==> config.mk <==
export PLATFORM = sky130hd
export DESIGN_NAME = ffra_ctrl
export DESIGN_NICKNAME = d
export VERILOG_FILES = /design/src/sv/ffra_pkg.sv /design/src/sv/ffra_ctrl.sv
export SDC_FILE = /design/constraint.sdc
export NUM_CORES = 1
export LEC_CHECK = 0
export BUFFER_PORTS_ARGS = -buffer_cell sky130_fd_sc_hd__buf_2
export CAP_MARGIN = 5
export CELL_PAD_IN_SITES_DETAIL_PLACEMENT = 1
export CELL_PAD_IN_SITES_GLOBAL_PLACEMENT = 1
export CORE_UTILIZATION = 35
export CTS_BUF_LIST = sky130_fd_sc_hd__clkbuf_8
export CTS_CLUSTER_SIZE = 28
export DETAILED_ROUTE_END_ITERATION = 8
export MAX_ROUTING_LAYER = met4
export PLACE_DENSITY = 0.78
export SLEW_MARGIN = 20
export SYNTH_ARGS = -nofsm -noshare
export SYNTH_HDL_FRONTEND = slang
export SYNTH_SLANG_ARGS = --single-unit
==> constraint.sdc <==
create_clock -name i_clk -period 3.1 [get_ports i_clk]
set_input_delay 0.62 -clock i_clk [delete_from_list [all_inputs] [get_ports i_clk]]
set_output_delay 0.62 -clock i_clk [all_outputs]
set_load 0.005 [all_outputs]
==> src/sv/ffra_pkg.sv <==
`default_nettype none
// ----------------------------------------------------------------------------
// ffra_pkg: shared types and constants of the first-fit range allocator
// Table geometry, command and status codes, controller/datapath structs.
// ----------------------------------------------------------------------------
package ffra_pkg;

    localparam int MAX_RANGES = 64;
    localparam int SIZE_BITS  = 32;
    localparam int IDX_W      = $clog2(MAX_RANGES);
    localparam int CNT_W      = $clog2(MAX_RANGES + 1);
    localparam int ENT_W      = 2 * SIZE_BITS;

    localparam logic [SIZE_BITS-1:0] RESET_TOTAL = SIZE_BITS'(65536);

    typedef logic [SIZE_BITS-1:0] t_val;
    typedef logic [IDX_W-1:0]     t_idx;
    typedef logic [CNT_W-1:0]     t_cnt;
    typedef logic [ENT_W-1:0]     t_ent;

    typedef enum logic [1:0] {
        CMD_ALLOC = 2'd0,
        CMD_FREE  = 2'd1,
        CMD_CLEAR = 2'd2,
        CMD_QUERY = 2'd3
    } t_cmd;

    typedef enum logic [2:0] {
        ST_OK       = 3'd0,
        ST_NOFIT    = 3'd1,
        ST_ZERO     = 3'd2,
        ST_RANGE    = 3'd3,
        ST_DOUBLE   = 3'd4,
        ST_NOTFOUND = 3'd5,
        ST_FULL     = 3'd6
    } t_status;

    typedef enum logic [1:0] {
        RS_IDX   = 2'd0,
        RS_IDXP1 = 2'd1,
        RS_J     = 2'd2
    } t_rsel;

    typedef enum logic [3:0] {
        W_CLR  = 4'd0,
        W_ALC  = 4'd1,
        W_EXT  = 4'd2,
        W_CUR  = 4'd3,
        W_CURM = 4'd4,
        W_NEWM = 4'd5,
        W_NEW  = 4'd6,
        W_APP  = 4'd7,
        W_SHD  = 4'd8,
        W_SHU  = 4'd9
    } t_wsel;

    typedef enum logic [2:0] {
        J_HOLD  = 3'd0,
        J_IDXP1 = 3'd1,
        J_IDXP2 = 3'd2,
        J_CNTM1 = 3'd3,
        J_INC   = 3'd4,
        J_DEC   = 3'd5
    } t_jop;

    typedef enum logic [1:0] {
        CNT_HOLD = 2'd0,
        CNT_INC  = 2'd1,
        CNT_DEC  = 2'd2,
        CNT_CLR  = 2'd3
    } t_cntop;

    typedef enum logic [1:0] {
        FT_HOLD = 2'd0,
        FT_ADD  = 2'd1,
        FT_SUB  = 2'd2,
        FT_CLR  = 2'd3
    } t_ftop;

    typedef struct packed {
        logic    ld;
        t_rsel   rd_sel;
        logic    we;
        t_wsel   wsel;
        logic    idx_inc;
        t_jop    jop;
        t_cntop  cntop;
        t_ftop   ftop;
        logic    cur_ld;
        logic    gr_ld;
        logic    st_ld;
        t_status st_code;
        logic    out_ld;
    } t_ctl;

    typedef struct packed {
        t_cmd cmd;
        logic size_zero;
        logic off_oor;
        logic cnt_zero;
        logic full;
        logic last;
        logic len_ge;
        logic len_eq;
        logic end_eq;
        logic st_eq;
        logic st_gt;
        logic end_lt;
        logic nxt_merge;
        logic new_merge;
        logic j_lt_cnt;
        logic p2_lt_cnt;
        logic j_eq_idx;
    } t_sts;

endpackage
`default_nettype wire

==> src/sv/ffra_ctrl.sv <==
`default_nettype none
// ----------------------------------------------------------------------------
// ffra_ctrl: command sequencer
// Walks the range table, drives shifts and merges, hands off results.
// ----------------------------------------------------------------------------
module ffra_ctrl (
    input  wire logic           i_clk,
    input  wire logic           i_rst_n,
    input  wire logic           i_in_valid,
    output      logic           o_in_ready,
    output      logic           o_out_valid,
    input  wire logic           i_out_ready,
    input  wire ffra_pkg::t_sts i_sts,
    output      ffra_pkg::t_ctl o_ctl
);

    typedef enum logic [12:0] {
        S_INIT = 13'b0000000000001,
        S_IDLE = 13'b0000000000010,
        S_DEC  = 13'b0000000000100,
        S_RD   = 13'b0000000001000,
        S_EV   = 13'b0000000010000,
        S_NRD  = 13'b0000000100000,
        S_NEV  = 13'b0000001000000,
        S_SDR  = 13'b0000010000000,
        S_SDW  = 13'b0000100000000,
        S_SUR  = 13'b0001000000000,
        S_SUW  = 13'b0010000000000,
        S_INS  = 13'b0100000000000,
        S_FIN  = 13'b1000000000000
    } t_state;

    t_state r_state, n_state;
    logic   r_out_valid;
    ffra_pkg::t_ctl c;

    always_comb begin
        c          = '0;
        c.rd_sel   = ffra_pkg::RS_IDX;
        c.wsel     = ffra_pkg::W_NEW;
        c.jop      = ffra_pkg::J_HOLD;
        c.cntop    = ffra_pkg::CNT_HOLD;
        c.ftop     = ffra_pkg::FT_HOLD;
        c.st_code  = ffra_pkg::ST_OK;
        n_state    = r_state;
        o_in_ready = 1'b0;
        unique case (r_state)
            S_INIT: begin
                c.we    = 1'b1;
                c.wsel  = ffra_pkg::W_CLR;
                n_state = S_IDLE;
            end
            S_IDLE: begin
                o_in_ready = 1'b1;
                if (i_in_valid) begin
                    c.ld    = 1'b1;
                    n_state = S_DEC;
                end
            end
            S_DEC: begin
                unique case (i_sts.cmd)
                    ffra_pkg::CMD_ALLOC: begin
                        if (i_sts.cnt_zero) begin
                            c.st_ld   = 1'b1;
                            c.st_code = ffra_pkg::ST_NOFIT;
                            n_state   = S_FIN;
                        end else begin
                            n_state = S_RD;
                        end
                    end
                    ffra_pkg::CMD_FREE: begin
                        priority if (i_sts.size_zero) begin
                            c.st_ld   = 1'b1;
                            c.st_code = ffra_pkg::ST_ZERO;
                            n_state   = S_FIN;
                        end else if (i_sts.off_oor) begin
                            c.st_ld   = 1'b1;
                            c.st_code = ffra_pkg::ST_RANGE;
                            n_state   = S_FIN;
                        end else if (i_sts.cnt_zero) begin
                            c.we    = 1'b1;
                            c.wsel  = ffra_pkg::W_NEW;
                            c.cntop = ffra_pkg::CNT_INC;
                            c.ftop  = ffra_pkg::FT_ADD;
                            n_state = S_FIN;
                        end else begin
                            n_state = S_RD;
                        end
                    end
                    ffra_pkg::CMD_CLEAR: begin
                        c.we    = 1'b1;
                        c.wsel  = ffra_pkg::W_CLR;
                        c.cntop = ffra_pkg::CNT_CLR;
                        c.ftop  = ffra_pkg::FT_CLR;
                        n_state = S_FIN;
                    end
                    default: n_state = S_FIN;
                endcase
            end
            S_RD: begin
                n_state = S_EV;
            end
            S_EV: begin
                if (i_sts.cmd == ffra_pkg::CMD_ALLOC) begin
                    if (i_sts.len_ge) begin
                        c.gr_ld = 1'b1;
                        c.ftop  = ffra_pkg::FT_SUB;
                        if (i_sts.len_eq) begin
                            c.cntop = ffra_pkg::CNT_DEC;
                            if (i_sts.last) begin
                                n_state = S_FIN;
                            end else begin
                                c.jop   = ffra_pkg::J_IDXP1;
                                n_state = S_SDR;
                            end
                        end else begin
                            c.we    = 1'b1;
                            c.wsel  = ffra_pkg::W_ALC;
                            n_state = S_FIN;
                        end
                    end else if (i_sts.last) begin
                        c.st_ld   = 1'b1;
                        c.st_code = ffra_pkg::ST_NOFIT;
                        n_state   = S_FIN;
                    end else begin
                        c.idx_inc = 1'b1;
                        n_state   = S_RD;
                    end
                end else begin
                    priority if (i_sts.end_eq) begin
                        c.ftop = ffra_pkg::FT_ADD;
                        if (i_sts.last) begin
                            c.we    = 1'b1;
                            c.wsel  = ffra_pkg::W_EXT;
                            n_state = S_FIN;
                        end else begin
                            c.cur_ld = 1'b1;
                            n_state  = S_NRD;
                        end
                    end else if (i_sts.st_eq) begin
                        c.st_ld   = 1'b1;
                        c.st_code = ffra_pkg::ST_DOUBLE;
                        n_state   = S_FIN;
                    end else if (i_sts.st_gt) begin
                        priority if (i_sts.full) begin
                            c.st_ld   = 1'b1;
                            c.st_code = ffra_pkg::ST_FULL;
                            n_state   = S_FIN;
                        end else if (i_sts.new_merge) begin
                            c.we    = 1'b1;
                            c.wsel  = ffra_pkg::W_NEWM;
                            c.ftop  = ffra_pkg::FT_ADD;
                            n_state = S_FIN;
                        end else begin
                            c.ftop  = ffra_pkg::FT_ADD;
                            c.jop   = ffra_pkg::J_CNTM1;
                            n_state = S_SUR;
                        end
                    end else if (i_sts.last) begin
                        priority if (!i_sts.end_lt) begin
                            c.st_ld   = 1'b1;
                            c.st_code = ffra_pkg::ST_NOTFOUND;
                        end else if (i_sts.full) begin
                            c.st_ld   = 1'b1;
                            c.st_code = ffra_pkg::ST_FULL;
                        end else begin
                            c.we    = 1'b1;
                            c.wsel  = ffra_pkg::W_APP;
                            c.cntop = ffra_pkg::CNT_INC;
                            c.ftop  = ffra_pkg::FT_ADD;
                        end
                        n_state = S_FIN;
                    end else begin
                        c.idx_inc = 1'b1;
                        n_state   = S_RD;
                    end
                end
            end
            S_NRD: begin
                c.rd_sel = ffra_pkg::RS_IDXP1;
                n_state  = S_NEV;
            end
            S_NEV: begin
                c.we = 1'b1;
                if (i_sts.nxt_merge) begin
                    c.wsel  = ffra_pkg::W_CURM;
                    c.cntop = ffra_pkg::CNT_DEC;
                    if (i_sts.p2_lt_cnt) begin
                        c.jop   = ffra_pkg::J_IDXP2;
                        n_state = S_SDR;
                    end else begin
                        n_state = S_FIN;
                    end
                end else begin
                    c.wsel  = ffra_pkg::W_CUR;
                    n_state = S_FIN;
                end
            end
            S_SDR: begin
                c.rd_sel = ffra_pkg::RS_J;
                n_state  = S_SDW;
            end
            S_SDW: begin
                c.we   = 1'b1;
                c.wsel = ffra_pkg::W_SHD;
                if (i_sts.j_lt_cnt) begin
                    c.jop   = ffra_pkg::J_INC;
                    n_state = S_SDR;
                end else begin
                    n_state = S_FIN;
                end
            end
            S_SUR: begin
                c.rd_sel = ffra_pkg::RS_J;
                n_state  = S_SUW;
            end
            S_SUW: begin
                c.we   = 1'b1;
                c.wsel = ffra_pkg::W_SHU;
                if (i_sts.j_eq_idx) begin
                    n_state = S_INS;
                end else begin
                    c.jop   = ffra_pkg::J_DEC;
                    n_state = S_SUR;
                end
            end
            S_INS: begin
                c.we    = 1'b1;
                c.wsel  = ffra_pkg::W_NEW;
                c.cntop = ffra_pkg::CNT_INC;
                n_state = S_FIN;
            end
            S_FIN: begin
                if (!r_out_valid || i_out_ready) begin
                    c.out_ld = 1'b1;
                    n_state  = S_IDLE;
                end
            end
            default: n_state = S_IDLE;
        endcase
    end

    always_ff @(posedge i_clk) begin
        if (!i_rst_n) begin
            r_state     <= S_INIT;
            r_out_valid <= 1'b0;
        end else begin
            r_state <= n_state;
            if (c.out_ld) begin
                r_out_valid <= 1'b1;
            end else if (i_out_ready) begin
                r_out_valid <= 1'b0;
            end
        end
    end

    assign o_ctl       = c;
    assign o_out_valid = r_out_valid;

endmodule
`default_nettype wire
==> results.yml <==
timing:
  setup_viol: 0
  period_needed_ns: 2.92
  clock_skew_ns: 0.00299
  rsz0062_at_grt: "false"
  max_slew_margin_pct: 65.6
  final_max_slew_viol_count: 0
  clock.fmax_mhz: 342
  setup-tns-final_ns: 0
  hold_violations: 0
  post-route-period-util_pct: 94.3
  worst-slew-pin-transition_ns: 0.512
logic_synthesis:
  synth_cell_type_count: 48
  synthTopCellsByCount: "nand2_1, nor2_1, dfxtp_1, nor3_1, inv_1"
  syn-num-nets: 216
  synth_area_um2: 1360
  synth_top_family_by_area: "simple AND/OR/NAND/NOR gates"
  ys_ff_latch: 14
  yosysWarnings: 0
  synth.mux.area_fraction_pct: 0
  ys.flop_type: "dfxtp_1"
  synth_edf_count: 0
  synth_compound_area_share_pct: 22.8
  synth-adder-area-share_pct: 3.67
  synth.avg_cell_area_um2: 7.18
  synth-simple-area-share_pct: 44.5
  synthArstFlopShare_pct: 0
  synth_xor_area_share_pct: 2.57
  yosysTopAreaCellShare_pct: 20.6
  synth_top_cell_by_area: "dfxtp_1"
  synthTopCellsByArea: "dfxtp_1, nor3_1, nor4_4"
  yosysSeqAreaShare_pct: 20.6
  synth_cells: 190
finish:
  fin_util_pct: 46.9
  fin_area_um2: 1730
  nets: 265
  fin_cells: 286
  layout-drive-gt1-share_pct: 28.6
  regArea_um2: 280
  fill_cells: 502
  multi_input_area_um2: 1010
  antenna_cells: 0
  synthToLayoutAreaGrowth_pct: 26.9
power_and_ir_drop:
  sequentialPowerShare_pct: 40.3
  ir_drop_uv: 367
  power.internal_uw: 335
  p_total_uw: 463
  share_comb_of_total_power_pct: 20.3
  p_switching_uw: 128
  swShare_pct: 27.6
  p_clk_share_pct: 39.4
  cellLeakagePower_uw: 0.000805
  power.density_nw_per_um2: 268
critical_path:
  cp-start-kind: "register"
  rr_startpoint: "r_state[0]"
  crit_arrival_ns: 2.30
  r2r-end: "r_state[7]"
  critPathKind: "register to output port"
  endpoint: "o_ctl[15]"
  worstPathMaxFanout: 7
  cp-startpoint: "r_state[0]"
  critPathCaptureType: "output port"
  crit_required_ns: 2.48
  reg2reg_depth: 5
  rrSetupSlack_ns: 1.05
clocking:
  cts_buffer_depth: 2
  clock_latency_ns: 0.25
  cts.clk_slew.worst_paths_ns: 0.06
  htree_levels: 1
  cts_hold_buf: 0
  clockRootBuffer: "clkbuf_8"
  cts_buffers: 3
  cts.sinks: 14
  postCtsSetupBuffers: 0
  tritoncts: "done"
floorplan:
  io_pins: 47
  initial_core_util_pct: 37.0
  dieArea_um2: 4150
  chipHeight_um: 64.4
  rows: 22
  core_area_um2: 3690
  die_x_um: 64.4
routing:
  drc: 0
  firstDrtPassIters: 4
  vias: 1590
  final_antenna_net_count: 0
  viasPerCell: 5.56
  drt_iter0_markers: 77
  drt_wl_total_mm: 4.36
  wl_per_cell_um: 15.2
placement:
  place_area_um2: 1670
  gp_congestion: 0.836
  placed_cells: 282
  dp.final_hpwl_mm: 3.57
  port_buffers: 46
grt:
  grt_pass1_vias: 1508
  grt_max_degree: 13
  grt_pass1_wl_mm: 7.36
  grt_util_all_layers_pct: 23.7
  grt_overflow: 0
  antenna_found_initial: 0
status:
  status: "completed"
worst_hold_path:
  hold_class: "register to register"
flow_run:
  maxCapViolations: 0
==> kinds of logic after synthesis <==
logic type	Yosys count
AOI/OAI and AO/OA	44
xor gates and xnor gates	4
adders and majority gates	4
buffers and inverters	21
DFF	14
and+or+nand+nor	103
==> area by class of cell <==
type                       instances  share of cell area (%)
timing repair buffer              53                    16.3
sequential                        14                    16.2
tap                               48                    3.47
clock buffer                       4                    3.18
inverter                          12                    2.60
multi-input combinational        155                    58.2
==> worst min-delay path by stage <==
stage,startpoint,end,cells past startpoint
2_1_floorplan,o_out_valid,o_out_valid,2
3_3_place_gp,o_out_valid,o_out_valid,2
3_5_place_dp,o_out_valid,o_out_valid,2
4_1_cts,o_out_valid,o_out_valid,2
5_1_grt,o_out_valid,o_out_valid,2
6_report,o_out_valid,o_out_valid,2
==> sequential cells by signal, summed over array words and instances (netlist names) <==
| name | cells |
|---|---|
| r_state | 13 |
| o_out_valid | 1 |
==> placed cells by master (no fill, tap or decap), types with 7 or more instances in the layout <==
cell	instances
o21ai_0	8
nand2_1	16
nor3_1	13
nand2b_1	8
nor2_1	16
buf_2	46
nand3_1	11
dfxtp_1	14
inv_1	12
buf_4	7
==> what timing repair did <==
action                                  CTS  global route
hold endpoints to repair                  0             0
endpoints found under the setup margin    0             6
gates resized for setup                   0             1
==> power groups by stage <==
| stage | Combinational [uW] | Clock (uW) | Sequential (uW) |
|---|---|---|---|
| 2_1_floorplan | 52.8 | 0 | 189 |
| 3_3_place_gp | 92.7 | 0 | 191 |
| 3_5_place_dp | 93.5 | 0 | 191 |
| 4_1_cts | 94.3 | 185 | 187 |
| 5_1_grt | 104 | 199 | 187 |
| 6_report | 94.2 | 182 | 187 |
==> through the flow <==
step | hold WS, ns | worst slack, ns
floorplan | 0.517 | 0.606
global placement | 0.531 | 0.462
detailed placement | 0.538 | 0.422
CTS | 0.549 | 0.151
global route | 0.588 | 0.0100
finish | 0.543 | 0.176
==> critical path, cell delays in order, from the launching register on <==
cell and delay (ns):
dfxtp_1 0.38, nor4_4 0.54, nand3_1 0.28, nor4_4 0.47
nand2b_1 0.13, o211ai_1 0.11, buf_2 0.14
==> routing by layer <==
layer  wire (um)  track usage [%]  vias to the layer above
li1            -                -                      791
met1        2240             32.3                      767
met2        1940             35.4                       27
met3         133             4.40                        5
met4          40             7.22                        0
met5           0                -                        -
Power figures use the tool's default switching activity.
